`config.mk`:
```
export PLATFORM = sky130hd
export DESIGN_NAME = flv_container_demuxer
export DESIGN_NICKNAME = d
export VERILOG_FILES = /design/src/design/flvd_pkg.sv /design/src/design/flv_container_demuxer.sv /design/src/design/flvd_in_reg.sv /design/src/design/flvd_parser.sv /design/src/design/flvd_out_reg.sv
export SDC_FILE = /design/constraint.sdc
export NUM_CORES = 1
export LEC_CHECK = 0
export ABC_CLOCK_PERIOD_IN_PS = 9400
export BUFFER_PORTS_ARGS = -buffer_cell sky130_fd_sc_hd__clkbuf_2
export CELL_PAD_IN_SITES_DETAIL_PLACEMENT = 0
export CELL_PAD_IN_SITES_GLOBAL_PLACEMENT = 2
export CORE_MARGIN = 1.5
export CORE_UTILIZATION = 35
export DETAILED_ROUTE_END_ITERATION = 10
export PLACE_DENSITY_LB_ADDON = 0.1
export SYNTH_ARGS = -nofsm -noshare
export SYNTH_HDL_FRONTEND = slang
export SYNTH_HIERARCHICAL = 1
export SYNTH_SLANG_ARGS = --single-unit
```
`constraint.sdc`:
```
create_clock -name clock -period 9.4 [get_ports clock]
set_input_delay 0.47 -clock clock [delete_from_list [all_inputs] [get_ports clock]]
set_output_delay 0.47 -clock clock [all_outputs]
set_load 0.005 [all_outputs]
```
`src/design/flvd_pkg.sv`:
```
// ----------------------------------------------------------------------------
// flvd_pkg
// Types and constants shared by the FLV tag demuxer modules.
// ----------------------------------------------------------------------------
package flvd_pkg;

   // Parser phase
   typedef enum logic [2:0] {
      PH_FILE  = 3'd0,
      PH_PREV  = 3'd1,
      PH_TAG   = 3'd2,
      PH_CODEC = 3'd3,
      PH_BODY  = 3'd4
   } phase_type;

   // Result event codes
   localparam logic [2:0] EV_FILE    = 3'd0;
   localparam logic [2:0] EV_PREV    = 3'd1;
   localparam logic [2:0] EV_TAG     = 3'd2;
   localparam logic [2:0] EV_AUDIO   = 3'd3;
   localparam logic [2:0] EV_VIDEO   = 3'd4;
   localparam logic [2:0] EV_PAYLOAD = 3'd5;
   localparam logic [2:0] EV_TRUNC   = 3'd6;

   localparam logic [7:0] TAG_AUDIO = 8'h08;
   localparam logic [7:0] TAG_VIDEO = 8'h09;
   localparam logic [3:0] FMT_AAC   = 4'd10;
   localparam logic [3:0] CODEC_AVC = 4'h7;

   localparam int CNT_W = 24;
   localparam logic [CNT_W-1:0] FILE_HDR_LEN = 24'd9;
   localparam logic [CNT_W-1:0] PREV_LEN     = 24'd4;
   localparam logic [CNT_W-1:0] TAG_HDR_LEN  = 24'd11;

   // Codec header lengths
   localparam logic [2:0] NEED_ONE  = 3'd1;
   localparam logic [2:0] NEED_AAC  = 3'd2;
   localparam logic [2:0] NEED_AVC  = 3'd4;

   typedef struct packed {
      logic [7:0] data_byte;
      logic       last_byte;
   } req_type;

   typedef struct packed {
      logic [2:0]  event_res;
      logic [7:0]  byte_value;
      logic [7:0]  flags_byte;
      logic [3:0]  codec_format;
      logic [3:0]  rate_or_frame;
      logic        sample_bits;
      logic        stereo;
      logic [31:0] word_value;
      logic [23:0] data_size;
      logic [23:0] stream_ident;
      logic [23:0] composition_time;
      logic [7:0]  tag_kind;
   } rsp_type;

   // One parse step's outcome
   typedef struct packed {
      logic    valid;
      rsp_type data;
   } step_res_type;

endpackage

```
`src/design/flv_container_demuxer.sv`:
```
// ----------------------------------------------------------------------------
// flv_container_demuxer
// Streaming FLV demuxer: file header, previous tag sizes, tag headers,
// audio/video codec headers and payload bytes, one input byte per transfer.
//
//   channel  direction  handshake            payload
//   req_     in         req_valid/req_ready  req_data  (byte, last flag)
//   rsp_     out        rsp_valid/rsp_ready  rsp_data  (event and fields)
//
// One byte per clock sustained while results are taken; each byte waits in the
// input register and its result (if any) is loaded into the result register
// when the parser steps on it. The parser state machine is the only loop.
// Synchronous reset returns the parser to the file header phase.
// A stalled result holds the result register; one more byte still enters
// the input register, then req_ready drops until the result is taken.
// ----------------------------------------------------------------------------
module flv_container_demuxer (
   input  logic              clock,
   input  logic              reset,
   input  logic              req_valid,
   output logic              req_ready,
   input  flvd_pkg::req_type req_data,
   output logic              rsp_valid,
   input  logic              rsp_ready,
   output flvd_pkg::rsp_type rsp_data
);
   import flvd_pkg::*;

   logic         item_valid;
   req_type      item;
   logic         out_free;
   logic         step;
   step_res_type res;

   // advance a byte whenever the result register can take its outcome
   assign step = item_valid && out_free;

   flvd_in_reg u_in_reg (
      .clock      (clock),
      .reset      (reset),
      .req_valid  (req_valid),
      .req_ready  (req_ready),
      .req_data   (req_data),
      .take       (step),
      .item_valid (item_valid),
      .item       (item)
   );

   flvd_parser u_parser (
      .clock (clock),
      .reset (reset),
      .step  (step),
      .item  (item),
      .res   (res)
   );

   flvd_out_reg u_out_reg (
      .clock     (clock),
      .reset     (reset),
      .load      (step),
      .res       (res),
      .free      (out_free),
      .rsp_valid (rsp_valid),
      .rsp_ready (rsp_ready),
      .rsp_data  (rsp_data)
   );

endmodule

```
`src/design/flvd_in_reg.sv`:
```
// ----------------------------------------------------------------------------
// flvd_in_reg
// Input register: holds one byte until the parser takes it.
// ----------------------------------------------------------------------------
module flvd_in_reg (
   input  logic             clock,
   input  logic             reset,
   input  logic             req_valid,
   output logic             req_ready,
   input  flvd_pkg::req_type req_data,
   input  logic             take,
   output logic             item_valid,
   output flvd_pkg::req_type item
);
   import flvd_pkg::*;

   logic    valid_ff, valid_in;
   req_type item_ff;

   assign req_ready  = !valid_ff || take;
   assign item_valid = valid_ff;
   assign item       = item_ff;

   always_comb begin
      valid_in = valid_ff;
      if (req_valid && req_ready) begin
         valid_in = 1'b1;
      end else if (take) begin
         valid_in = 1'b0;
      end
   end

   always_ff @(posedge clock) begin
      if (reset) begin
         valid_ff <= 1'b0;
      end else begin
         valid_ff <= valid_in;
      end
   end

   always_ff @(posedge clock) begin
      if (req_valid && req_ready) begin
         item_ff <= req_data;
      end
   end

endmodule

```
`src/design/flvd_parser.sv`:
```
// ----------------------------------------------------------------------------
// flvd_parser
// FLV header/tag state machine: consumes one byte per step and produces at
// most one result for it.
// ----------------------------------------------------------------------------
module flvd_parser (
   input  logic                   clock,
   input  logic                   reset,
   input  logic                   step,
   input  flvd_pkg::req_type      item,
   output flvd_pkg::step_res_type res
);
   import flvd_pkg::*;

   phase_type   phase_ff, phase_in;
   logic [23:0] cnt_ff, cnt_in;
   logic [31:0] gather_ff, gather_in;
   logic [7:0]  type_ff, type_in;
   logic [23:0] size_ff, size_in;
   logic [31:0] ts_ff, ts_in;
   logic [23:0] stream_ff, stream_in;
   logic [31:0] codec_ff, codec_in;

   logic [7:0]  b;
   logic [23:0] cnt_inc;
   logic [31:0] codec_upd;
   logic [7:0]  b0;
   logic        audio;
   logic [2:0]  need;
   logic        file_end, prev_end, tag_end, body_end, codec_end;
   logic        done, has_res;

   assign b         = item.data_byte;
   assign cnt_inc   = cnt_ff + 24'd1;
   assign codec_upd = codec_ff | ({24'd0, b} << {cnt_ff[1:0], 3'b000});
   assign b0        = codec_upd[7:0];
   assign audio     = (type_ff == TAG_AUDIO);

   always_comb begin
      if (audio) begin
         need = (b0[7:4] == FMT_AAC) ? NEED_AAC : NEED_ONE;
      end else begin
         need = (b0[3:0] == CODEC_AVC) ? NEED_AVC : NEED_ONE;
      end
   end

   assign file_end  = (cnt_inc >= FILE_HDR_LEN);
   assign prev_end  = (cnt_inc >= PREV_LEN);
   assign tag_end   = (cnt_inc >= TAG_HDR_LEN);
   assign body_end  = (cnt_inc >= size_ff);
   assign codec_end = (cnt_inc >= {21'd0, need}) || body_end;

   // Next state
   always_comb begin
      phase_in  = phase_ff;
      cnt_in    = cnt_inc;
      gather_in = gather_ff;
      type_in   = type_ff;
      size_in   = size_ff;
      ts_in     = ts_ff;
      stream_in = stream_ff;
      codec_in  = codec_ff;
      done      = 1'b0;
      case (phase_ff)
         PH_PREV: begin
            gather_in = {gather_ff[23:0], b};
            if (prev_end) begin
               done      = 1'b1;
               phase_in  = PH_TAG;
               cnt_in    = '0;
               gather_in = '0;
            end
         end
         PH_TAG: begin
            if (cnt_ff == 24'd0) begin
               type_in   = b;
               size_in   = '0;
               ts_in     = '0;
               stream_in = '0;
            end else if (cnt_ff <= 24'd3) begin
               size_in = {size_ff[15:0], b};
            end else if (cnt_ff <= 24'd6) begin
               ts_in = {8'd0, ts_ff[15:0], b};
            end else if (cnt_ff == 24'd7) begin
               ts_in = {b, ts_ff[23:0]};
            end else begin
               stream_in = {stream_ff[15:0], b};
            end
            if (tag_end) begin
               done     = 1'b1;
               cnt_in   = '0;
               codec_in = '0;
               if (size_ff == 24'd0) begin
                  phase_in = PH_PREV;
               end else if (type_ff == TAG_AUDIO || type_ff == TAG_VIDEO) begin
                  phase_in = PH_CODEC;
               end else begin
                  phase_in = PH_BODY;
               end
            end
         end
         PH_CODEC: begin
            codec_in = codec_upd;
            if (codec_end) begin
               if (body_end) begin
                  done     = 1'b1;
                  phase_in = PH_PREV;
                  cnt_in   = '0;
               end else begin
                  phase_in = PH_BODY;
               end
            end
         end
         PH_BODY: begin
            if (body_end) begin
               done     = 1'b1;
               phase_in = PH_PREV;
               cnt_in   = '0;
            end
         end
         default: begin
            // file header; a stray phase code parses as one too
            phase_in = PH_FILE;
            if (cnt_ff == 24'd3) begin
               codec_in[7:0] = b;
            end else if (cnt_ff == 24'd4) begin
               codec_in[15:8] = b;
            end else if (cnt_ff >= 24'd5) begin
               gather_in = {gather_ff[23:0], b};
            end
            if (file_end) begin
               done      = 1'b1;
               phase_in  = PH_PREV;
               cnt_in    = '0;
               gather_in = '0;
               codec_in  = '0;
            end
         end
      endcase
      // end of stream: start over with a fresh file
      if (item.last_byte) begin
         phase_in  = PH_FILE;
         cnt_in    = '0;
         gather_in = '0;
         type_in   = '0;
         size_in   = '0;
         ts_in     = '0;
         stream_in = '0;
         codec_in  = '0;
      end
   end

   // Outputs
   always_comb begin
      res     = '0;
      has_res = 1'b0;
      case (phase_ff)
         PH_PREV: begin
            has_res              = prev_end;
            res.data.event_res   = EV_PREV;
            res.data.word_value  = {gather_ff[23:0], b};
         end
         PH_TAG: begin
            has_res                = tag_end;
            res.data.event_res     = EV_TAG;
            res.data.word_value    = ts_ff;
            res.data.data_size     = size_ff;
            res.data.stream_ident  = {stream_ff[15:0], b};
            res.data.tag_kind      = type_ff;
         end
         PH_CODEC: begin
            has_res = codec_end;
            if (audio) begin
               res.data.event_res     = EV_AUDIO;
               res.data.codec_format  = b0[7:4];
               res.data.rate_or_frame = {2'b00, b0[3:2]};
               res.data.sample_bits   = b0[1];
               res.data.stereo        = b0[0];
            end else begin
               res.data.event_res     = EV_VIDEO;
               res.data.codec_format  = b0[3:0];
               res.data.rate_or_frame = b0[7:4];
               if (need == NEED_AVC) begin
                  res.data.composition_time = {codec_upd[15:8], codec_upd[23:16],
                                               codec_upd[31:24]};
               end
            end
            if (need != NEED_ONE) begin
               res.data.byte_value = codec_upd[15:8];
            end
         end
         PH_BODY: begin
            has_res             = 1'b1;
            res.data.event_res  = EV_PAYLOAD;
            res.data.byte_value = b;
         end
         default: begin
            has_res              = file_end;
            res.data.event_res   = EV_FILE;
            res.data.byte_value  = codec_ff[7:0];
            res.data.flags_byte  = codec_ff[15:8];
            res.data.word_value  = {gather_ff[23:0], b};
         end
      endcase
      // truncation overrides anything else for this byte
      if (item.last_byte && !done) begin
         res.data           = '0;
         res.data.event_res = EV_TRUNC;
         has_res            = 1'b1;
      end
      res.valid = has_res;
   end

   always_ff @(posedge clock) begin
      if (reset) begin
         phase_ff  <= PH_FILE;
         cnt_ff    <= '0;
         gather_ff <= '0;
         type_ff   <= '0;
         size_ff   <= '0;
         ts_ff     <= '0;
         stream_ff <= '0;
         codec_ff  <= '0;
      end else if (step) begin
         phase_ff  <= phase_in;
         cnt_ff    <= cnt_in;
         gather_ff <= gather_in;
         type_ff   <= type_in;
         size_ff   <= size_in;
         ts_ff     <= ts_in;
         stream_ff <= stream_in;
         codec_ff  <= codec_in;
      end
   end

endmodule

```
`src/design/flvd_out_reg.sv`:
```
// ----------------------------------------------------------------------------
// flvd_out_reg
// Result register: holds one result until the consumer takes it.
// ----------------------------------------------------------------------------
module flvd_out_reg (
   input  logic                   clock,
   input  logic                   reset,
   input  logic                   load,
   input  flvd_pkg::step_res_type res,
   output logic                   free,
   output logic                   rsp_valid,
   input  logic                   rsp_ready,
   output flvd_pkg::rsp_type      rsp_data
);
   import flvd_pkg::*;

   logic    valid_ff, valid_in;
   rsp_type data_ff;

   assign free      = !valid_ff || rsp_ready;
   assign rsp_valid = valid_ff;
   assign rsp_data  = data_ff;

   always_comb begin
      valid_in = valid_ff;
      if (load) begin
         valid_in = res.valid;
      end else if (rsp_ready) begin
         valid_in = 1'b0;
      end
   end

   always_ff @(posedge clock) begin
      if (reset) begin
         valid_ff <= 1'b0;
      end else begin
         valid_ff <= valid_in;
      end
   end

   always_ff @(posedge clock) begin
      if (load && res.valid) begin
         data_ff <= res.data;
      end
   end

endmodule

```
==> results.json, run 1 <==
{
  "port_buffers": 155,
  "seq_area_frac_synth": 0.546,
  "fp-row-count": 73,
  "drt_iter0_drc": 853,
  "synth_cell_types": 88,
  "drt_pre_antenna_iters": 5,
  "areaGrowthSynthToFinish_pct": 14.9,
  "synth_cells": 1338,
  "antennaDiodeCount": 0,
  "cts_buffers": 37,
  "drc": 0,
  "path_class": "reg -> reg",
  "hp-class": "in -> reg",
  "gp_congestion": 0.855,
  "grt_pass1_wl_microns": 64300,
  "clock-sinks": 315,
  "cp-start-kind": "flip-flop",
  "antenna_found_initial": 0,
  "dieWidth_microns": 205,
  "critPathArrivalTime_ns": 6.43,
  "p_leak_nw": 6.10,
  "postCtsSetupBuffers": 0,
  "num_vias": 10700,
  "grt_usage": 0.201,
  "grt_pass1_vias": 10300,
  "synth_nets": 1382,
  "hpwl_microns": 27800,
  "synth-edff-count": 150,
  "finalMaxSlewViolations": 0,
  "crit_required_ns": 9.57,
  "final_common_cell": "nor2_1",
  "power-per-cell-area_nw_per_um2": 180,
  "fin_crit_sh": 0.666,
  "cp_max_fo": 81,
  "slew-limit-headroom": 0.225,
  "status": "finished, final reports clean",
  "overflow": 0,
  "final_cell_mix": "167 x nor2_1, 165 x dfxtp_1, 154 x clkbuf_2",
  "maxCapViolCount": 0,
  "worst_pin_slew_ns": 1.16,
  "vdd_drop_max_uv": 107,
  "fin_tns_setup_ns": 0,
  "postCtsHoldBufs": 0,
  "root_buffer": "clkbuf_16",
  "viasPerCell": 5.37,
  "finalPower_w": 0.00295,
  "start_util": 0.357,
  "r2r-start": "u_parser/cnt_ff[0]",
  "min_from": "req_data[8]",
  "placed_cell_area_sq_um": 15300,
  "synth.avg_cell_area_sq_um": 10.7,
  "yosys_warnings": 6,
  "drive_above_1_share": 0.220,
  "wl_per_cell_microns": 21.1,
  "cts_resized": 0,
  "fmax_ghz": 0.160,
  "routed_wl_microns": 42100,
  "cts_max_level": 2,
  "die_h_microns": 205,
  "synth-async-reset-ratio": 0,
  "cts_buffer_depth": 3,
  "hold_viol": 0,
  "num-nets-final": 1487,
  "clkTransAtPathRegs_ns": 0.06,
  "finClkSkew_ns": 0.00957,
  "rsz0062_at_grt": "false",
  "core_area_sq_um": 40000,
  "final_cell_area_sq_um": 16400,
  "whs_ns": 0.102,
  "grt_max_degree": 89,
  "ant_nets": 0,
  "syn-cell-area_sq_um": 14300,
  "ys_seq_elements": 315,
  "cp-end-kind": "flip-flop",
  "finalWorstPathRequiredPeriod_ns": 6.26,
  "die_area_sq_um": 42100,
  "setup_viol": 0,
  "clk_latency_ns": 0.54,
  "cts_tree": "done",
  "worstSetupStartpoint": "u_parser/cnt_ff[0]",
  "num_io_pins": 156,
  "synthFlopType": "dfxtp_1"
}
## metal layers
metal,wire length (microns),track usage,up-vias,part of all wire
met4,692,0.0482,0,0.016
met2,18500,0.301,295,0.44
li1,-,-,5127,-
met5,0,0,-,0
met1,21100,0.301,5249,0.50
met3,1840,0.0332,46,0.044
## area by class of cell
type                            count  area [sq um]
Clock buffer                       55          1050
Clock inverter                     12          71.3
Fill cell                        3920         23600
Inverter                           42           158
Multi-Input combinational cell    872          5750
Sequential cell                   315          7810
Tap cell                          525           657
Timing Repair Buffer              175           928
## critical path, cell delays in order, from the launching register on
cell	delay [ns]
dfxtp_1	0.60
ha_1	0.43
nand3_2	0.28
nor2_1	0.47
nand2_1	0.14
nor2_1	0.17
and4_1	0.23
xor2_1	0.09
ha_1	0.29
nand4_1	0.14
nor4_1	0.43
o211ai_1	0.17
o211ai_2	0.38
nor3_1	0.10
a21oi_1	0.14
or3_1	0.15
and2_4	0.88
buf_4	0.75
## power by group
| group | leakage, nW | switching, W | internal [W] |
|---|---|---|---|
| Clock | 0.547 | 0.000563 | 0.000778 |
| Sequential | 2.75 | 0.0000200 | 0.00146 |
| Combinational | 2.80 | 0.0000950 | 0.0000379 |
| Total | 6.10 | 0.000678 | 0.00228 |
## path summary, 6_finish.rpt
kind,endpoint,slack [ns],depth (start not counted)
min,u_in_reg/item[8],0.10,1
max reg2reg,u_out_reg/rsp_data[72],3.14,17
min reg2reg,u_parser/codec_ff[31],0.46,2
max,u_out_reg/rsp_data[72],3.14,17
## cell families after synthesis
family                     count (synthesis)  share of synthesized area
AOI/OAI and AO/OA                        341                      0.177
adders and majority gates                 31                     0.0271
DFF                                      315                      0.546
xor gates and xnor gates                  28                     0.0177
muxes                                      5                    0.00359
and+or+nand+nor                          467                      0.176
buffers and inverters                    151                     0.0527
## cells in the mapped netlist, types with 4 or more instances
master     number  area share
buf_8           4      0.0042
inv_1          41       0.011
dfxtp_1       165        0.23
nand4_1        17      0.0074
buf_2          22      0.0077
or3_1           4      0.0018
a21oi_1        88       0.031
o21ai_0        23      0.0081
nand2b_1       15      0.0066
nor2_1        169       0.044
xor2_1          9      0.0055
o21a_1          8      0.0042
clkbuf_1       62       0.016
a22oi_1        88       0.046
and2_4         42       0.026
a211oi_1        5      0.0026
edfxtp_1      150        0.32
nor2_2         13      0.0057
xnor2_1        18       0.011
mux2i_1         4      0.0028
and2_1         19      0.0083
o211ai_1        6      0.0032
buf_6           9      0.0071
a21o_1          6      0.0032
nor3_1         24      0.0084
and3_1         15      0.0066
nor4_1         18      0.0079
and4_1          5      0.0031
buf_4           8      0.0042
or2_2           6      0.0026
o2bb2ai_1       9      0.0055
nand2_1        50       0.013
a31oi_1         8      0.0035
ha_1           31       0.027
a222oi_1        8      0.0056
a22o_1         50       0.031
nand3_1        43       0.015
## state kept, by name, summed over array words and instances (netlist names), 8 cells and up
| signal | flops |
|---|---|
| u_parser/size_ff | 24 |
| u_parser/codec_ff | 32 |
| u_in_reg/item | 9 |
| u_out_reg/rsp_data | 141 |
| u_parser/gather_ff | 24 |
| u_parser/type_ff | 8 |
| u_parser/stream_ff | 16 |
| u_parser/ts_ff | 32 |
| u_parser/cnt_ff | 24 |
## metrics by stage
stage	util	std cells	setup slack, ns
after floorplan	-	1338	2.36
after global placement	0.383	1929	3.36
after detailed placement	0.383	1929	3.08
after CTS	0.411	1996	3.06
after global routing	0.411	1996	2.50
final	0.411	1996	3.14
(Power assumes the default switching activity.)
==> run 2: changes to the inputs <==
- ABC_AREA: unset -> 1
- ABC_CLOCK_PERIOD_IN_PS: 9400 -> 6400
- clock period: 9.4 -> 6.4 ns (I/O delays scaled with it)
==> results.json, run 2 <==
{
  "synth.avg_cell_area_sq_um": 7.68,
  "cts_resized": 0,
  "drt_pre_antenna_iters": 5,
  "yosysTopAreaCell": "edfxtp_1",
  "placed_cell_area_sq_um": 16700,
  "rr_endpoint": "u_out_reg/rsp_data[88]",
  "yosys_warnings": 6,
  "max_stage_delay_ns": 0.65,
  "critPathTopFamily": "buffers and inverters",
  "synth-edff-count": 150,
  "final_cell_area_sq_um": 18000,
  "synthFlopType": "dfxtp_1",
  "num_vias": 13500,
  "power-per-cell-area_nw_per_um2": 282,
  "synth_nets": 2057,
  "largest_register_ffs": 141,
  "clock-sinks": 315,
  "cp_max_fo": 89,
  "drive_above_1_share": 0.122,
  "antenna_found_initial": 0,
  "reg2reg_depth": 26,
  "grt_usage": 0.224,
  "path_class": "reg -> reg",
  "r2r-start": "u_parser/cnt_ff[1]",
  "grt_pass1_wl_microns": 77300,
  "ant_nets": 0,
  "final_common_cell": "nand2_1",
  "multiInputGateArea_sq_um": 6030,
  "root_buffer": "clkbuf_16",
  "vdd_drop_max_uv": 155,
  "hp-class": "in -> reg",
  "grt_max_degree": 90,
  "dieWidth_microns": 213,
  "final_cell_mix": "497 x nand2_1, 300 x inv_1, 244 x nor2_1",
  "worst_pin_slew_ns": 1.13,
  "ys_seq_elements": 315,
  "hpwl_microns": 34800,
  "start_util": 0.356,
  "synth_cell_types": 42,
  "cts_buffers": 37,
  "postCtsSetupBuffers": 0,
  "viasPerCell": 4.88,
  "gp_congestion": 0.858,
  "seq_area_sq_um": 7810,
  "finalMaxSlewViolations": 0,
  "cts_tree": "done",
  "fp-row-count": 76,
  "overflow": 0,
  "postCtsHoldBufs": 10,
  "rsz0062_at_grt": "false",
  "die_h_microns": 213,
  "wl_per_cell_microns": 18.3,
  "fillers": 4572,
  "slew-limit-headroom": 0.241,
  "fin_crit_sh": 0.798,
  "synth_cells": 2013,
  "ys_top_cells_by_area": "edfxtp_1 29%, dfxtp_1 21%, nand2_1 12%",
  "synth_commonest_cells": "497 x nand2_1, 301 x inv_1, 245 x nor2_1",
  "core_area_sq_um": 43400,
  "status": "finished, final reports clean",
  "die_area_sq_um": 45400,
  "min_from": "rsp_ready",
  "clkTransAtPathRegs_ns": 0.06,
  "yosysMostFrequentCell": "nand2_1",
  "maxCapViolCount": 0,
  "hold_end": "u_out_reg/rsp_valid",
  "syn-cell-area_sq_um": 15500,
  "areaGrowthSynthToFinish_pct": 16.5,
  "grt_pass1_vias": 12800,
  "cp-end-kind": "flip-flop",
  "fin_tns_setup_ns": 0,
  "crit_path_top_delay_cell": "inv_6",
  "cts_max_level": 2,
  "routed_wl_microns": 50400,
  "fmax_ghz": 0.196,
  "drc": 0,
  "antennaDiodeCount": 0,
  "finClkSkew_ns": 0.0164,
  "drt_iter0_drc": 904,
  "cp_num_buf_inv": 8,
  "seq_area_frac_synth": 0.505,
  "finalWorstPathRequiredPeriod_ns": 5.11,
  "min_path_cells": 4,
  "hold_viol": 0,
  "r2r_setup_slack_ns": 1.29,
  "num_io_pins": 156,
  "synth_top_area_frac": 0.291,
  "setup_viol": 0,
  "critPathArrivalTime_ns": 5.32,
  "num-nets-final": 2192,
  "cp_common_cell": "nand2_1",
  "cts_buffer_depth": 3,
  "synth-async-reset-ratio": 0,
  "p_leak_nw": 8.28,
  "clk_latency_ns": 0.56,
  "crit_required_ns": 6.61,
  "cp-start-kind": "flip-flop",
  "port_buffers": 155
}
-- run 2: report_power, final --
group	internal [W]	switching, W
sequential	0.00224	0.0000546
combinational	0.000184	0.000508
clock	0.00122	0.000860
-- run 2: metal layers --
metal	up-vias	share of wire	wire length (microns)	GRT usage
li1	6735	-	-	-
met1	6348	0.49	24900	0.326
met2	322	0.44	22100	0.346
met3	55	0.050	2500	0.0375
met4	0	0.017	849	0.0506
met5	-	0	0	0
-- run 2: worst min-delay path: stages --
cell	delay (ns)
clkbuf_2	0.09
nor2_1	0.04
nand2_1	0.10
a21oi_2	0.08
-- run 2: layout make-up --
cell class	count	area share
Inverter	315	0.0660
Clock inverter	15	0.00764
Tap cell	585	0.0407
Timing Repair Buffer	190	0.0592
Multi-Input combinational cell	1289	0.335
Clock buffer	51	0.0578
Sequential cell	315	0.434
-- run 2: per-stage QoR --
step / util / hold slack (ns) / instances / power, W / setup WS [ns]
6_report: 0.415 / 0.140 / 2760 / 0.00507 / 1.29
5_1_grt: 0.415 / 0.152 / 2760 / 0.00530 / 0.755
4_1_cts: 0.415 / 0.114 / 2760 / 0.00514 / 1.21
3_5_place_dp: 0.386 / 0.454 / 2684 / 0.00303 / 1.24
3_3_place_gp: 0.386 / 0.451 / 2684 / 0.00303 / 1.30
2_1_floorplan: - / 0.382 / 2013 / 0.00278 / 0.207
-- run 2: how the worst max path moves through the flow --
stage / startpoint / end / slack, ns / cells past startpoint
6_report: u_parser/cnt_ff[1] / u_out_reg/rsp_data[88] / 1.29 / 26
5_1_grt: u_parser/cnt_ff[1] / u_out_reg/rsp_data[102] / 0.76 / 27
4_1_cts: u_parser/cnt_ff[1] / u_out_reg/rsp_data[88] / 1.21 / 26
3_5_place_dp: u_parser/cnt_ff[1] / u_out_reg/rsp_data[115] / 1.24 / 26
3_3_place_gp: u_parser/cnt_ff[1] / u_out_reg/rsp_data[115] / 1.30 / 26
2_1_floorplan: u_parser/cnt_ff[0] / u_out_reg/rsp_data[0] / 0.21 / 26
-- run 2: kinds of logic (layout without fill, tap and decap cells) --
family,after synthesis,in the layout,synth area share
simple gates,942,942,0.253
buf+inv,409,571,0.105
flops,315,315,0.505
compound gates,309,309,0.108
fa+ha+maj,31,31,0.0251
xor+xnor,7,7,0.00397
